===== config.mk =====
export PLATFORM = sky130hd
export DESIGN_NAME = sktbl_cell
export DESIGN_NICKNAME = d
export VERILOG_FILES = /design/src/design/sktbl_pkg.sv /design/src/design/sktbl_cell.sv
export SDC_FILE = /design/constraint.sdc
export NUM_CORES = 1
export LEC_CHECK = 0
export BUFFER_PORTS_ARGS = -buffer_cell sky130_fd_sc_hd__buf_2
export CAP_MARGIN = 20
export CORE_AREA = 2 2 103 105
export CTS_CLUSTER_SIZE = 20
export DETAILED_ROUTE_END_ITERATION = 10
export DIE_AREA = 0 0 105 107
export PLACE_DENSITY = 0.82
export SYNTH_ARGS = -nofsm -noshare
export SYNTH_HDL_FRONTEND = slang
export SYNTH_SLANG_ARGS = --single-unit

===== constraint.sdc =====
create_clock -name clk -period 11.2 [get_ports clk]
set_input_delay 1.12 -clock clk [delete_from_list [all_inputs] [get_ports clk]]
set_output_delay 1.12 -clock clk [all_outputs]
set_load 0.02 [all_outputs]

===== src/design/sktbl_pkg.sv =====
// sktbl_pkg: shared sizes, request and status codes, cell control struct
// used by the sorted key table cells, the resolver and the top level
package sktbl_pkg;

  localparam int CAPACITY = 64;
  localparam int IDX_W    = $clog2(CAPACITY);
  localparam int CNT_W    = $clog2(CAPACITY + 1);
  localparam int KEY_W    = 32;
  localparam int VAL_W    = 32;
  localparam int POS_W    = 7;

  typedef enum logic [1:0] {
    REQ_SEARCH = 2'd0,
    REQ_INSERT = 2'd1,
    REQ_REMOVE = 2'd2,
    REQ_RSVD   = 2'd3
  } req_t;

  typedef enum logic [1:0] {
    ST_OK      = 2'd0,
    ST_REFUSED = 2'd1,
    ST_FULL    = 2'd2,
    ST_RSVD    = 2'd3
  } status_t;

  // broadcast to every cell
  typedef struct packed {
    logic cmp;
    logic ins;
    logic rem;
  } cell_ctrl_t;

  // resolver result
  typedef struct packed {
    logic             hit;
    logic [CNT_W-1:0] rank;
  } lookup_t;

endpackage


===== src/design/sktbl_cell.sv =====
// sktbl_cell: one table cell holding a key/value pair, its compare flags
// and the shift path to its neighbors; depends on sktbl_pkg
module sktbl_cell (
  input  logic                              clk,
  input  sktbl_pkg::cell_ctrl_t             ctrl,
  input  logic                              occ,
  input  logic signed [sktbl_pkg::KEY_W-1:0] req_key,
  input  logic signed [sktbl_pkg::VAL_W-1:0] req_val,
  input  logic                              left_lt,
  input  logic signed [sktbl_pkg::KEY_W-1:0] left_key,
  input  logic signed [sktbl_pkg::VAL_W-1:0] left_val,
  input  logic signed [sktbl_pkg::KEY_W-1:0] right_key,
  input  logic signed [sktbl_pkg::VAL_W-1:0] right_val,
  output logic                              lt,
  output logic                              eq,
  output logic signed [sktbl_pkg::KEY_W-1:0] cell_key,
  output logic signed [sktbl_pkg::VAL_W-1:0] cell_val
);

  always_ff @(posedge clk) begin
    if (ctrl.cmp) begin
      lt <= occ & (cell_key < req_key);
      eq <= occ & (cell_key == req_key);
    end
  end

  // cells at or above the rank shift (up on insert, down on remove); an insert puts the new pair at the rank
  always_ff @(posedge clk) begin
    if (ctrl.ins && !lt) begin
      cell_key <= left_lt ? req_key : left_key;
      cell_val <= left_lt ? req_val : left_val;
    end else if (ctrl.rem && !lt) begin
      cell_key <= right_key;
      cell_val <= right_val;
    end
  end

endmodule


==> impl_results.md <==
- CTS sink cnt: 66
- Mapped Area: 4140 sq um
- Core area: 10100 sq um
- # Post-CTS Setup Buffers: 0
- Endpoints failing setup: 0
- Startpoint types: input port
- Hold buffers post-CTS: 0
- Relative slew margins: 0.283
- Tmin final: 2490 ps
- Clk root buf: clkbuf_8
- Most area-consuming cells after synthesis: edfxtp_1 48%, mux2i_1 16%, ha_1 9.7%, o21ai_1 7.4%, nand2_1 6.5%
- Final Hold Violating Endpoints: 0
- CP max stage cell: buf_4
- Crit path DAT: 2550 ps
- Number of stages on the worst setup path: 4
- CTS tree: built
- Via/cell ratio: 4.89
- WP buf/inv: 2
- First-pass GRT wire length: 18.6 mm
- CTS Buf Count: 9
- Lkg Pwr: 0.00297 uW
- CP Cell Sequence: buf_2 > nand2b_4 > buf_4 > o21ai_0
- # Max-Cap Violations: 0
- Initial antenna violation count: 0
- Clock transition at the registers of the reported paths: 70 ps
- DIE AREA: 11200 sq um
- Fmax: 402 MHz
- PortBufs: 263
- Clock buffer depth: 2
- CP peak stage delay: 640 ps
- Slew Limit Fails: 0
- H-tree levels: 3
- Drt first pass iters: 4
- Post-synth top cells: 72 x nand2_1, 66 x edfxtp_1, 65 x mux2i_1, 61 x o21ai_1, 34 x inv_1
- DRC errors left: 0
- Cell with the most instances after synthesis: nand2_1
- Asr flop ratio synth: 0
- CP top delay family: buffers and inverters
- Clock power frac: 0.242
- Power Internal: 470 uW
- Critical Path Source: ctrl[1]
- Peak supply drop: 0.0588 mV
- Largest net degree at the start of global routing: 74
- Post-synth top area share: 0.479
- YS warnings: 0
- Reg2Reg Depth: 3
- Post-synth EDFFs: 66
- Chip Width: 105 um
- Slew @ Worst Pin: 1080 ps
- Setup_tns: 0 ps
- R2r startpoint: lt$_DFFE_PP_
- WS Path Type: input port to flip-flop
- Reg-to-reg endpoint: cell_val[0]$_DFFE_PP_
- Register area share after synthesis: 0.479
- Fillers: 911
- Worst skew pair latency: 330 ps
- Total track usage: 0.211
- Ys flop type: edfxtp_1
- Layout cell share with drive strength beyond 1: 0.429
- Routed Antenna Nets: 0
- Mapped Avg Cell Area: 10.3 sq um
- Worst-case clock skew: 4.27 ps
- Flop pwr share: 0.463
- Post-synthesis cell type count: 24
- Die height: 107 um
- Nets: 885
- Min-Delay Path Class: flip-flop to flip-flop
- Initial Util: 0.410
- Synth Register Bits: 66
- Site Rows: 37
- Combinational Power Share: 0.295
- Tcrit/Tclk final: 0.222
- GPL Wtd Cong: 0.881
- I/O pin count: 264
- Core Util, Final: 0.567
- Worst hold path depth: 1
- Gates resized, CTS repair: 0
- Layout area overhead: 38.1%
- Grt ovf: 0
- HPWL Detailed: 9.41 mm
- Number of diodes: 0
- R2R Setup Slk: 9000 ps
- Pwr/cell area: 121 nW/um^2
- DR vias: 3896
- WL final: 12.0 mm
- Hold path start: lt$_DFFE_PP_
- Hold_ws: 798 ps
- Vias in the first global route: 4073
- Crit Path Max Fanout: 73
- Routed len/inst: 15.0 um
- Worst Hold End: cell_key[12]$_DFFE_PP_
- P_sw: 223 uW
- Synth Net Count: 630
- RSZ-0062 raised after global routing: false
- Run status: completed
- Sw frac: 0.322
- Yosys top cell by area: edfxtp_1
- CP required: 11260 ps
- Crit. End Element: flip-flop
- Synth Instances: 400
- DRT iter0 DRCs: 184
## sequential cells by signal, indices dropped and copies added (netlist names)
register,cells
cell_key,32
cell_val,32
eq,1
lt,1
## metrics by stage
step	total power [uW]	cells	setup WS, ps	area, sq um
global route	730	796	8550	5720
CTS	701	796	8720	5720
floorplan	447	400	6850	4140
finish	693	796	8710	5720
global placement	524	780	8380	5570
detailed placement	533	780	8350	5570
## worst max path at each step
stage | to
floorplan | cell_key[0]$_DFFE_PP_
global placement | lt$_DFFE_PP_
detailed placement | cell_val[31]$_DFFE_PP_
CTS | cell_val[31]$_DFFE_PP_
global route | cell_val[0]$_DFFE_PP_
finish | cell_val[0]$_DFFE_PP_
## cells in the final DEF (no fill, tap or decap), types with 5 or more instances in the layout
cell type / n
buf_2: 262
nand2_1: 72
edfxtp_1: 66
mux2i_1: 65
o21ai_1: 61
inv_1: 34
ha_1: 32
a21oi_1: 14
clkbuf_8: 9
o21ai_0: 8
nand4_1: 5
## cell type report
cell class,instances,area (sq um),area share
multi-input combinational,279,1950,0.341
tap,136,170,0.0298
clock inverter,5,21.3,0.00372
inverter,34,128,0.0223
timing repair buffer,265,1330,0.233
sequential,66,1980,0.347
clock buffer,11,131,0.0230
## kinds of logic (layout without fill, tap and decap cells)
group,Yosys count,in the layout,share of synthesized area
multiplexers,65,65,0.157
adder cells (fa/ha/maj),32,32,0.0967
flip-flops,66,66,0.479
buffers and inverters,55,315,0.0532
AO/OA/AOI/OAI,91,91,0.120
AND/OR/NAND/NOR,91,91,0.0937
## layer usage
| metal | up-vias | share of wire | track usage |
|---|---|---|---|
| li1 | 1943 | - | - |
| met1 | 1755 | 0.39 | 0.225 |
| met2 | 179 | 0.53 | 0.406 |
| met3 | 19 | 0.065 | 0.0407 |
| met4 | 0 | 0.017 | 0.0848 |
| met5 | - | 0 | 0 |
## power groups by stage
stage	Sequential, uW	Combinational (uW)	Clock [uW]
6_report	321	204	168
4_1_cts	321	207	173
5_1_grt	324	225	181
2_1_floorplan	361	86.6	0
3_3_place_gp	324	200	0
3_5_place_dp	326	206	0
## worst reg2reg max path, stage by stage (launching register included)
cell,delay [ps]
edfxtp_1,500
nand2b_4,530
buf_4,660
o21ai_0,240
Note: power is estimated with default switching activity, not from simulation.
